==> config.mk <==
export PLATFORM = sky130hd
export DESIGN_NAME = gmma_alu
export DESIGN_NICKNAME = d
export VERILOG_FILES = /design/src/rtl/core/gmma_pkg.sv /design/src/rtl/core/gmma_alu.sv
export SDC_FILE = /design/constraint.sdc
export NUM_CORES = 1
export LEC_CHECK = 0
export ABC_CLOCK_PERIOD_IN_PS = 11550
export BUFFER_PORTS_ARGS = -buffer_cell sky130_fd_sc_hd__buf_2
export CORE_ASPECT_RATIO = 0.6
export CORE_MARGIN = 3
export CORE_UTILIZATION = 35
export DETAILED_ROUTE_END_ITERATION = 6
export PLACE_DENSITY = 0.59
export RECOVER_POWER = 25
export SLEW_MARGIN = 25
export SYNTH_ARGS = -nofsm -noshare
export SYNTH_HDL_FRONTEND = slang
export SYNTH_SLANG_ARGS = --single-unit
export TNS_END_PERCENT = 100
==> constraint.sdc <==
create_clock -name vclk -period 11.55
set_input_delay 2.31 -clock vclk [all_inputs]
set_output_delay 2.31 -clock vclk [all_outputs]
set_load 0.01 [all_outputs]
==> src/rtl/core/gmma_pkg.sv <==
package gmma_pkg;

    localparam logic [1:0] REQ_READ   = 2'd0;
    localparam logic [1:0] REQ_WRITE  = 2'd1;
    localparam logic [1:0] REQ_ADD    = 2'd2;
    localparam logic [1:0] REQ_REMOVE = 2'd3;

    localparam logic [1:0] KIND_RAM  = 2'd0;
    localparam logic [1:0] KIND_ROM  = 2'd1;
    localparam logic [1:0] KIND_MMIO = 2'd2;
    // spare code, handled as mmio
    localparam logic [1:0] KIND_RSVD = 2'd3;

    localparam logic [2:0] ST_OK        = 3'd0;
    localparam logic [2:0] ST_UNMAPPED  = 3'd1;
    localparam logic [2:0] ST_MMIO      = 3'd2;
    localparam logic [2:0] ST_ROM_WRITE = 3'd3;
    localparam logic [2:0] ST_BAD_SIZE  = 3'd4;
    localparam logic [2:0] ST_PAST_END  = 3'd5;
    localparam logic [2:0] ST_NO_ROOM   = 3'd6;
    localparam logic [2:0] ST_NOT_FOUND = 3'd7;

    // operands of the shared subtract and compare unit
    typedef struct packed {
        logic [63:0] a;
        logic [63:0] b;
        logic [63:0] c;
    } t_alu_req;

    typedef struct packed {
        logic [63:0] d;
        logic        lt;
    } t_alu_rsp;

endpackage

==> src/rtl/core/gmma_alu.sv <==
module gmma_alu (
    input  gmma_pkg::t_alu_req i_req,
    output gmma_pkg::t_alu_rsp o_rsp
);

    logic [63:0] diff;

    // d = a - b (mod 2^64), lt = d < c
    assign diff     = i_req.a - i_req.b;
    assign o_rsp.d  = diff;
    assign o_rsp.lt = diff < i_req.c;

endmodule

## Yosys cells after proc, flatten, opt, wreduce, memory -nomap -nowiden

Cells that the tools add are included.

- Bits of input ports: 192
- Word-level logic and storage cells: 2
- Output and inout port bits: 65
- Bits in registers: 0

- Magnitude comparators: 1
- $add $sub $neg: 1

Operators with widths:

| kind | number |
|---|---|
| < comparator 64 bit | 1 |
| subtractor 64 bit | 1 |

## Depth between registers and ports, before layout

Gate-level depths: netlist of run 1.

- Depth in word-level cells: 2
- Depth in mapped cells: 22
- Depth with buffers taken out: 22

## Least setup slack after synthesis of run 1

OpenSTA, ideal clock, no wires.

- Path type: input -> output
- Start: input i_req[128] (netlist name)
- End: output o_rsp[0] (netlist name)
- Data arrival time: 6.083 ns
- Data required time: 9.240 ns
- Stages on the path: 21
- Slack: 3.157 ns
- Cell sequence: inv_1 -> ha_1 -> inv_1 -> fa_1 -> a211oi_2 -> nor2_2 -> o311a_1 -> o41ai_4 -> o31ai_2 -> a21oi_4 -> o21bai_1 -> a31oi_1 -> xnor2_1 -> ha_1 -> nand4_1 -> nor4_1 -> nand2_1 -> nor4_1 -> a221oi_1 -> nand2_1 -> a41oi_1

RTL lines:

| what | RTL line | text |
|---|---|---|
| from (decl) | gmma_alu.sv:2 | `input gmma_pkg::t_alu_req i_req,` |
| to (decl) | gmma_alu.sv:3 | `output gmma_pkg::t_alu_rsp o_rsp` |

==> results of run 1 <==
==> per-layer routing <==
layer | routed length (um) | vias to the layer above
met3 | 1661 | 6
met5 | 27 | -
li1 | - | 3317
met1 | 10940 | 2721
met2 | 7103 | 258
met4 | 31 | 4
==> cells by family (layout without fill, tap and decap cells) <==
kind of cell	count (synthesis)	after routing	synth area share (%)
AO/OA/AOI/OAI	289	289	35.74
adder cells (fa/ha/maj)	127	127	29.16
buffers and inverters	157	398	11.11
AND/OR/NAND/NOR	159	159	14.24
XOR/XNOR	61	61	9.758
==> cells in the final DEF (no fill, tap or decap), types with 3 or more instances in the layout <==
master | Yosys | layout
clkbuf_1 | 8 | 11
ha_1 | 126 | 126
inv_1 | 141 | 141
nand2_1 | 51 | 51
a211oi_1 | 2 | 3
and3_1 | 4 | 4
o41ai_1 | 2 | 3
o21bai_1 | 14 | 14
a21oi_2 | 6 | 6
xnor2_1 | 33 | 33
nor4_1 | 5 | 5
a21oi_1 | 82 | 82
o21a_1 | 9 | 9
nand3_1 | 11 | 11
xor2_1 | 28 | 28
o21ai_1 | 15 | 14
nor2b_1 | 4 | 4
nor3_1 | 7 | 7
or2_2 | 3 | 3
nand4_1 | 24 | 24
a21o_1 | 59 | 59
o211ai_1 | 5 | 5
a221oi_1 | 3 | 3
buf_2 | 5 | 246
o31ai_2 | 4 | 4
nand2b_1 | 5 | 5
o21ai_0 | 42 | 43
nor2_1 | 32 | 33
and2_1 | 4 | 4
a31oi_1 | 11 | 11
a21boi_0 | 4 | 5
==> per-stage QoR <==
stage                     hold slack [ns]  worst slack, ns  utilization (%)  instance area [um2]
after floorplan                     4.797            3.157                -                 5475
after global placement              5.002            2.181            46.55                 6930
after detailed placement            5.023            2.100            46.55                 6930
after CTS                           5.025            2.091            46.55                 6930
after global routing                5.061            1.212            46.28                 6890
final                               4.998            1.711            46.28                 6890
==> cell type report <==
type,instances,area [um2]
fill,1635,7999
multi-input combinational,636,4841
timing repair buffer,257,1272
inverter,141,529.3
tap,198,247.7
==> power breakdown <==
| part | internal [mW] | switching (mW) |
|---|---|---|
| Clock | 0 | 0 |
| Sequential | 0 | 0 |
| Combinational | 0.208 | 0.292 |
| Total | 0.208 | 0.292 |
==> worst min-delay path: cells and delay by family <==
kind                       cells  cell delay (ns)
buffers and inverters          3             0.23
adders and majority gates      1             0.14
==> final timing paths <==
| check | end | slack, ns | depth (start not counted) |
|---|---|---|---|
| worst max-delay path | o_rsp[0] | 1.71 | 23 |
| worst min-delay path | o_rsp[1] | 5.00 | 4 |
==> summary.txt, run 1 <==
Power, Total -> 499.4 uW
Cell Chain, Critical Path -> buf_2 > inv_1 > ha_1 > inv_1 > fa_1 > a211oi_1 > nor2_1 > o311a_1 > o41ai_1 > o31ai_2 > a21oi_4 > o21bai_1 > a31oi_1 > xnor2_1 > ha_1 > nand4_1 > nor4_1 > nand2_1 > nor4_1 > a221oi_1 > nand2_1 > a41oi_1 > buf_2
CP peak stage delay -> 0.78 ns
# IOs -> 257
Syn_nets -> 1,112
Critical path class -> input pin to output port
Area delta synth->final -> 25.85%
Rows -> 34
Hold path start -> i_req[64]
Post-CTS setup buffer count -> 0
Placed cells -> 1,232
Max-slew headroom -> 41.52%
Worst path slowest cell -> o41ai_1
Register area share after synthesis -> 0%
Final WL -> 19,770 um
Routed WL per cell -> 16.04 um
CP delay by family, top -> compound AO/OA/AOI/OAI gates
Total gr overflow -> 0
Min-delay worst type -> input pin to output port
Global-route wire length before repair -> 30,760 um
Max_cap viols -> 0
M1 GR Usage -> 35.85%
Setup TNS -> 0 ns
Crit path time final -> 9.839 ns
Detailed Routing Iterations Pass 1 -> 5
Cell variety after synth -> 67
Count leader, synth -> inv_1
Vias -> 6,306
Post-synth top area share -> 28.79%
Layout Cells excl Fill -> 1,232
Fin nets -> 1,355
Startpoint types -> input pin
Final Hold Fails -> 0
Critical Path End Type -> output port
FF+latch count -> 0
Final ANT Viol Nets -> 0
Number of port buffers -> 257
DR iter-0 viols -> 403
Critical Path Source -> i_req[128]
Top cells by area, synth -> ha_1, inv_1, a21o_1
Max IR drop VDD -> 0.03637 mV
Hold buffer count at CTS -> 0
Synth area leader -> ha_1
Vias per cell -> 5.119
Grt met2 use -> 29.46%
Post-Syn Area -> 5475 um2
# resized after CTS -> 0
Antenna violations before repair -> 2
Status -> completed
Post-DP HPWL -> 18,020 um
P per Cell Area -> 72.48 nW/um2
Final setup viols -> 0
Vias in the first global route -> 5,823
RSZ-0062 raised after global routing -> no
Register area -> 0 um2
Mean Syn Cell Area -> 6.904 um2
Initial cell density of the core -> 36.77%
Fin crit share -> 85.19%
Worst Tran Pin Value -> 0.8659 ns
Largest net degree at the start of global routing -> 9
Placer's final routability congestion estimate -> 0.9155
Core area -> 14,890 um2
Die area -> 17,230 um2
# clk buffers -> 0
Final slew viol count -> 0
Synth Instances -> 793
Grt met3 use -> 3.525%
Layout cells sized above 1 -> 26.02%
Synth Warn # -> 0
Crit path required time -> 9.24 ns
Die Y -> 102.9 um
Buffers plus inverters on the worst setup path -> 4
Total track usage -> 21.53%
Drc violations -> 0
Static leakage -> 4.065 nW
CP max FO -> 6
N_diodes -> 0
Top cells by count, synth -> inv_1, ha_1, a21oi_1
Grt peak-use layer -> met1
Crit path DAT -> 7.53 ns
Max frequency -> 0.1016 GHz
Die X -> 167.5 um
Power figures use the tool's default switching activity.
==> run 2, diff against run 1 <==
--- a/config.mk
+++ b/config.mk
@@ -8,7 +8,6 @@
 export ABC_CLOCK_PERIOD_IN_PS = 11550
 export BUFFER_PORTS_ARGS = -buffer_cell sky130_fd_sc_hd__buf_2
 export CORE_ASPECT_RATIO = 0.6
-export CORE_MARGIN = 3
 export CORE_UTILIZATION = 35
 export DETAILED_ROUTE_END_ITERATION = 6
 export PLACE_DENSITY = 0.59
==> run 2 against run 1 <==
Sequential cell count is the same. Combinational power hardly changed. Worst setup slack improved by 0.078 ns. Cell count unchanged. First-iteration DRC count decreased by 3.2%. Largest cell class unchanged. Global-route usage rose by 1.3 points. Power is 0.24% lower. Largest power group unchanged. Non-clock buffer count stayed put.
==> summary.txt, run 2 (synthesis results as in run 1) <==
Die area -> 16,160 um2 (-6.2%)
Finished Core Util -> 46.28% (unchanged)
Max_cap viols -> 0 (unchanged)
Max-slew headroom -> 41.20% (-0.32 points)
Buffers plus inverters on the worst setup path -> 4 (unchanged)
Design area -> 6890 um2 (unchanged)
Total gr overflow -> 0 (unchanged)
Crit. path cell count -> 23 (unchanged)
Cell Chain, Critical Path -> buf_2 > inv_1 > ha_1 > inv_1 > fa_1 > a211oi_1 > nor2_1 > o311a_1 > o41ai_1 > o31ai_2 > a21oi_4 > o21bai_1 > a31oi_1 > xnor2_1 > ha_1 > nand4_1 > nor4_1 > nand2_1 > nor4_1 > a221oi_1 > nand2_1 > a41oi_1 > buf_2
Worst hold path cell count -> 4 (unchanged)
Drc violations -> 0 (unchanged)
Fin crit share -> 84.51% (-0.68 points)
Crit path DAT -> 7.45 ns (-0.08 ns)
# resized after CTS -> 0 (unchanged)
N_diodes -> 0 (unchanged)
# clk buffers -> 0 (unchanged)
CP delay by family, top -> compound AO/OA/AOI/OAI gates
Vias in the first global route -> 5,796 (-0.46%)
Final ANT Viol Nets -> 0 (unchanged)
Placed cells -> 1,232 (unchanged)
# IOs -> 257 (unchanged)
Die X -> 163.5 um (-2.4%)
Status -> completed
Placer's final routability congestion estimate -> 0.9544 (+4.2%)
Final WL -> 19,220 um (-2.7%)
Register area -> 0 um2 (unchanged)
Post-CTS setup buffer count -> 0 (unchanged)
Min-delay worst type -> input pin to output port
Total track usage -> 22.82% (+1.3 points)
Routed WL per cell -> 15.60 um (-2.7%)
Startpoint types -> input pin
P per Cell Area -> 72.31 nW/um2 (-0.24%)
Critical Path End Type -> output port
Die Y -> 98.88 um (-3.9%)
Area delta synth->final -> 25.85% (unchanged)
Final Hold Fails -> 0 (unchanged)
Hold slack -> 4.987 ns (-0.01101 ns)
Antenna violations before repair -> 1 (-1)
Initial cell density of the core -> 36.77% (unchanged)
Crit path required time -> 9.24 ns (about the same)
Commonest non-fill, non-tap cell in the layout -> buf_2
Most frequent cells in the layout -> buf_2, inv_1, ha_1
Hold buffer count at CTS -> 0 (unchanged)
Worst Tran Pin Value -> 0.8706 ns (+0.004690 ns)
CP peak stage delay -> 0.79 ns (about the same)
Final setup viols -> 0 (unchanged)
Layout Cells excl Fill -> 1,232 (unchanged)
Vias -> 6,333 (+0.43%)
DR iter-0 viols -> 390 (-3.2%)
Worst path slowest cell -> o41ai_1
Number of port buffers -> 257 (unchanged)
Max IR drop VDD -> 0.02995 mV (-18%)
Layout cells sized above 1 -> 26.02% (unchanged)
RSZ-0062 raised after global routing -> no
Largest net degree at the start of global routing -> 9 (unchanged)
Max frequency -> 0.1025 GHz (+0.80%)
Crit path time final -> 9.761 ns (-0.07815 ns)
Final slew viol count -> 0 (unchanged)
Post-DP HPWL -> 17,340 um (-3.8%)
Area of placed instances -> 6930 um2 (unchanged)
Detailed Routing Iterations Pass 1 -> 4 (-1)
Static leakage -> 4.065 nW (unchanged)
FF+latch count -> 0 (unchanged)
Core area -> 14,890 um2 (unchanged)
Global-route wire length before repair -> 29,960 um (-2.6%)
Vias per cell -> 5.140 (+0.43%)
Setup TNS -> 0 ns (unchanged)
Rows -> 34 (unchanged)
Critical path class -> input pin to output port
CP max FO -> 6 (unchanged)
Fin nets -> 1,355 (unchanged)
-- run 2: cell counts in the layout (fill, tap and decap cells not counted) --
No cell type changed its count.
-- run 2: power by group --
group | switching, mW | internal [mW] | total [mW]
clock network | 0 | 0 | 0
registers | 0 | 0 | 0
logic | 0.291 | 0.207 | 0.498
-- run 2: through the flow --
stage	setup slack (ns)	total power, mW
finish	1.789	0.4982
global route	1.208	0.5523
CTS	2.078	0.4975
detailed placement	2.076	0.4940
global placement	2.172	0.4955
floorplan	3.157	0.3256
-- run 2: path summary, 6_finish.rpt --
| kind | slack, ns | startpoint | end |
|---|---|---|---|
| hold / removal | 4.99 | i_req[64] | o_rsp[1] |
| setup / recovery | 1.79 | i_req[128] | o_rsp[0] |
-- run 2: area by class of cell --
cell class / count / area (um2)
inverters: 141 / 529.3
repair buffers: 257 / 1272
well taps: 198 / 247.7
multi-input cells: 636 / 4841
fillers: 1624 / 7999
-- run 2: metal layers --
metal | vias to the layer above | part of all wire, % | global-route usage [%] | routed length [um]
li1 | 3310 | - | - | -
met1 | 2757 | 55 | 38.23 | 10600
met2 | 256 | 36 | 30.54 | 6907
met3 | 8 | 8.4 | 3.030 | 1611
met4 | 2 | 0.45 | 1.068 | 87
met5 | - | 0.068 | 0 | 13
-- run 2: worst min-delay path: cells and delay by family --
family                   cells  cell delay [ns]
adder cells (fa/ha/maj)      1             0.14
buffers and inverters        3             0.23
==> run 3, diff against run 2 <==
--- a/config.mk
+++ b/config.mk
@@ -5,12 +5,13 @@
 export SDC_FILE = /design/constraint.sdc
 export NUM_CORES = 1
 export LEC_CHECK = 0
-export ABC_CLOCK_PERIOD_IN_PS = 11550
+export ABC_AREA = 1
+export ABC_CLOCK_PERIOD_IN_PS = 9570
 export BUFFER_PORTS_ARGS = -buffer_cell sky130_fd_sc_hd__buf_2
 export CORE_ASPECT_RATIO = 0.6
 export CORE_UTILIZATION = 35
 export DETAILED_ROUTE_END_ITERATION = 6
-export PLACE_DENSITY = 0.59
+export PLACE_DENSITY = 0.55
 export RECOVER_POWER = 25
 export SLEW_MARGIN = 25
 export SYNTH_ARGS = -nofsm -noshare
==> constraint.sdc (replaced) <==
create_clock -name vclk -period 9.57
set_input_delay 1.914 -clock vclk [all_inputs]
set_output_delay 1.914 -clock vclk [all_outputs]
set_load 0.01 [all_outputs]
==> run 3 against run 2 <==
Cell count rose by 77%. Wire length grew 84%. Synthesized cell count grew 100%. Critical endpoint unchanged. Largest cell class unchanged.
==> summary.txt, run 3 <==
Vias per cell -> 4.634 (-9.9%)
Worst hold path cell count -> 4 (unchanged)
Register area share after synthesis -> 0% (unchanged)
Cell variety after synth -> 27 (-60%)
Hold EP -> o_rsp[1]
Vias -> 10.10k (+59%)
Synth Instances -> 1,614 (+100%)
Mean Syn Cell Area -> 4.906 um2 (-29%)
# IOs -> 257 (unchanged)
Final setup viols -> 0 (unchanged)
Startpoint types -> input pin
DR iter-0 viols -> 926 (+140%)
Fin crit share -> 78.04%
Mux share of post-synthesis cell area -> 0% (unchanged)
Max_cap viols -> 0 (unchanged)
CP max FO -> 4 (-2)
Final Hold Fails -> 0 (unchanged)
Area delta synth->final -> 20.73%
Status -> completed
Post-synth top area share -> 30.29% (+1.5 points)
Die area -> 23,250 um2 (+44%)
Min-delay worst type -> input pin to output port
# clk buffers -> 0 (unchanged)
Detailed Routing Iterations Pass 1 -> 5 (+1)
Die X -> 196.2 um (+20%)
RSZ-0062 raised after global routing -> no
Hold path start -> i_req[64]
Layout cells sized above 1 -> 18.18% (-7.8 points)
Final WL -> 35,340 um (+84%)
# resized after CTS -> 0 (unchanged)
Total gr overflow -> 0 (unchanged)
Main combinational cell family by area after synthesis -> simple AND/OR/NAND/NOR gates
Rows -> 42 (+24%)
FF+latch count -> 0 (unchanged)
M1 GR Usage -> 53.33% (+15 points)
Die Y -> 118.5 um (+20%)
Synth Warn # -> 0 (unchanged)
Post-Syn Area -> 7918 um2 (+45%)
Global-route wire length before repair -> 52,030 um (+74%)
Synth area leader -> nand2_1
Critical Path End Type -> output port
Top cells by count, synth -> nand2_1, inv_1, ha_1
Crit path time final -> 7.469 ns
Antenna violations before repair -> 0 (-1)
Post-synthesis compound-gate area fraction -> 5.831% (-30 points)
Post-CTS setup buffer count -> 0 (unchanged)
Routed WL per cell -> 16.22 um (+4.0%)
Syn_nets -> 1,933 (+74%)
Total track usage -> 29.65% (+6.8 points)
Crit path required time -> 7.66 ns (-1.58 ns)
Crit path top cell by count -> nand2_1
Max frequency -> 0.1339 GHz
Final slew viol count -> 0 (unchanged)
Final ANT Viol Nets -> 0 (unchanged)
Vias in the first global route -> 8,854 (+53%)
Commonest non-fill, non-tap cell in the layout -> nand2_1
Critical path class -> input pin to output port
Placer's final routability congestion estimate -> 1.016 (+6.5%)
Number of port buffers -> 257 (unchanged)
Hold buffer count at CTS -> 0 (unchanged)
Post-DP HPWL -> 32,590 um (+88%)
Largest net degree at the start of global routing -> 8 (-1)
Simple-Gate Fraction of Synth Area -> 48.51% (+34 points)
Fin nets -> 2,191 (+62%)
Cell Chain, Critical Path -> buf_2 > inv_1 > ha_1 > inv_1 > fa_1 > nand3_1 > nand3_1 > nand2_1 > nand2_2 > nand2_1 > nand2_1 > nand2_1 > nand2_2 > nand2_1 > nand2_1 > nand2_1 > nand2_1 > ha_1 > nand3_1 > nor3_1 > nand3_1 > nor3_1 > a21oi_1 > buf_2
Grt peak-use layer -> met1
Count leader, synth -> nand2_1
CP peak stage delay -> 0.47 ns (-0.32 ns)
Synth Area in Adders -> 20.16% (-9.0 points)
Drc violations -> 0 (unchanged)
Area share of xor/xnor cells in the synthesized design -> 3.540% (-6.2 points)
Initial cell density of the core -> 35.79% (-0.99 points)
Setup TNS -> 0 ns (unchanged)
Grt met3 use -> 7.848% (+4.8 points)
Most frequent cells in the layout -> nand2_1, inv_1, buf_2
Worst Tran Pin Value -> 0.6813 ns (-0.1893 ns)
Grt met2 use -> 32.74% (+2.2 points)
Core area -> 22,120 um2 (+49%)
Register area -> 0 um2 (unchanged)
Crit path DAT -> 5.55 ns (-1.90 ns)
Worst path slowest cell -> fa_1
Max-slew headroom -> 54.23% (+13 points)
Top cells by area, synth -> nand2_1, inv_1, ha_1
## run 3: changes by cell type after synthesis, sizes merged, moves of 47 or more
| cell | delta |
|---|---|
| o21ai | -47 |
| a21o | -58 |
| nand3 | +52 |
| nor2 | +94 |
| inv | +314 |
| nand2 | +623 |
## run 3: how the worst max path moves through the flow
stage	startpoint	to	slack, ns
2_1_floorplan	i_req[128]	o_rsp[0]	3.36
3_3_place_gp	i_req[128]	o_rsp[0]	2.23
3_5_place_dp	i_req[128]	o_rsp[0]	2.29
4_1_cts	i_req[128]	o_rsp[0]	2.27
5_1_grt	i_req[128]	o_rsp[0]	1.89
6_report	i_req[128]	o_rsp[0]	2.10
## run 3: cell type report
cell class | count | area (um2)
tap | 308 | 385.4
inverter | 460 | 1727
antenna | 1 | 2.502
timing repair buffer | 257 | 1267
multi-input combinational | 1153 | 6177
fill | 2616 | 12560
## run 3: through the flow
stage | utilization [%] | hold WS (ns) | worst slack (ns) | cells | cell area (um2)
global route | 43.20 | 4.235 | 1.889 | 2178 | 9557
detailed placement | 43.29 | 4.206 | 2.292 | 2178 | 9578
global placement | 43.29 | 4.204 | 2.235 | 2178 | 9578
CTS | 43.29 | 4.209 | 2.275 | 2178 | 9578
finish | 43.21 | 4.192 | 2.101 | 2179 | 9559
floorplan | - | 4.010 | 3.358 | 1614 | 7918
## run 3: critical path, delay by kind of cell
family                   cells  cell delay (ns)
AO/OA/AOI/OAI                1             0.11
adder cells (fa/ha/maj)      3             0.88
AND/OR/NAND/NOR             16             2.25
buffers and inverters        4             0.39
## run 3: kinds of logic after synthesis
group                    after synthesis
AO/OA/AOI/OAI                         89
XOR/XNOR                              32
AND/OR/NAND/NOR                      905
buffers and inverters                461
adder cells (fa/ha/maj)              127
## run 3: metal layers
metal	share of wire [%]	wire length, um
met5	0	0
met2	30	10530
met1	57	20080
met4	0	0
met3	13	4742
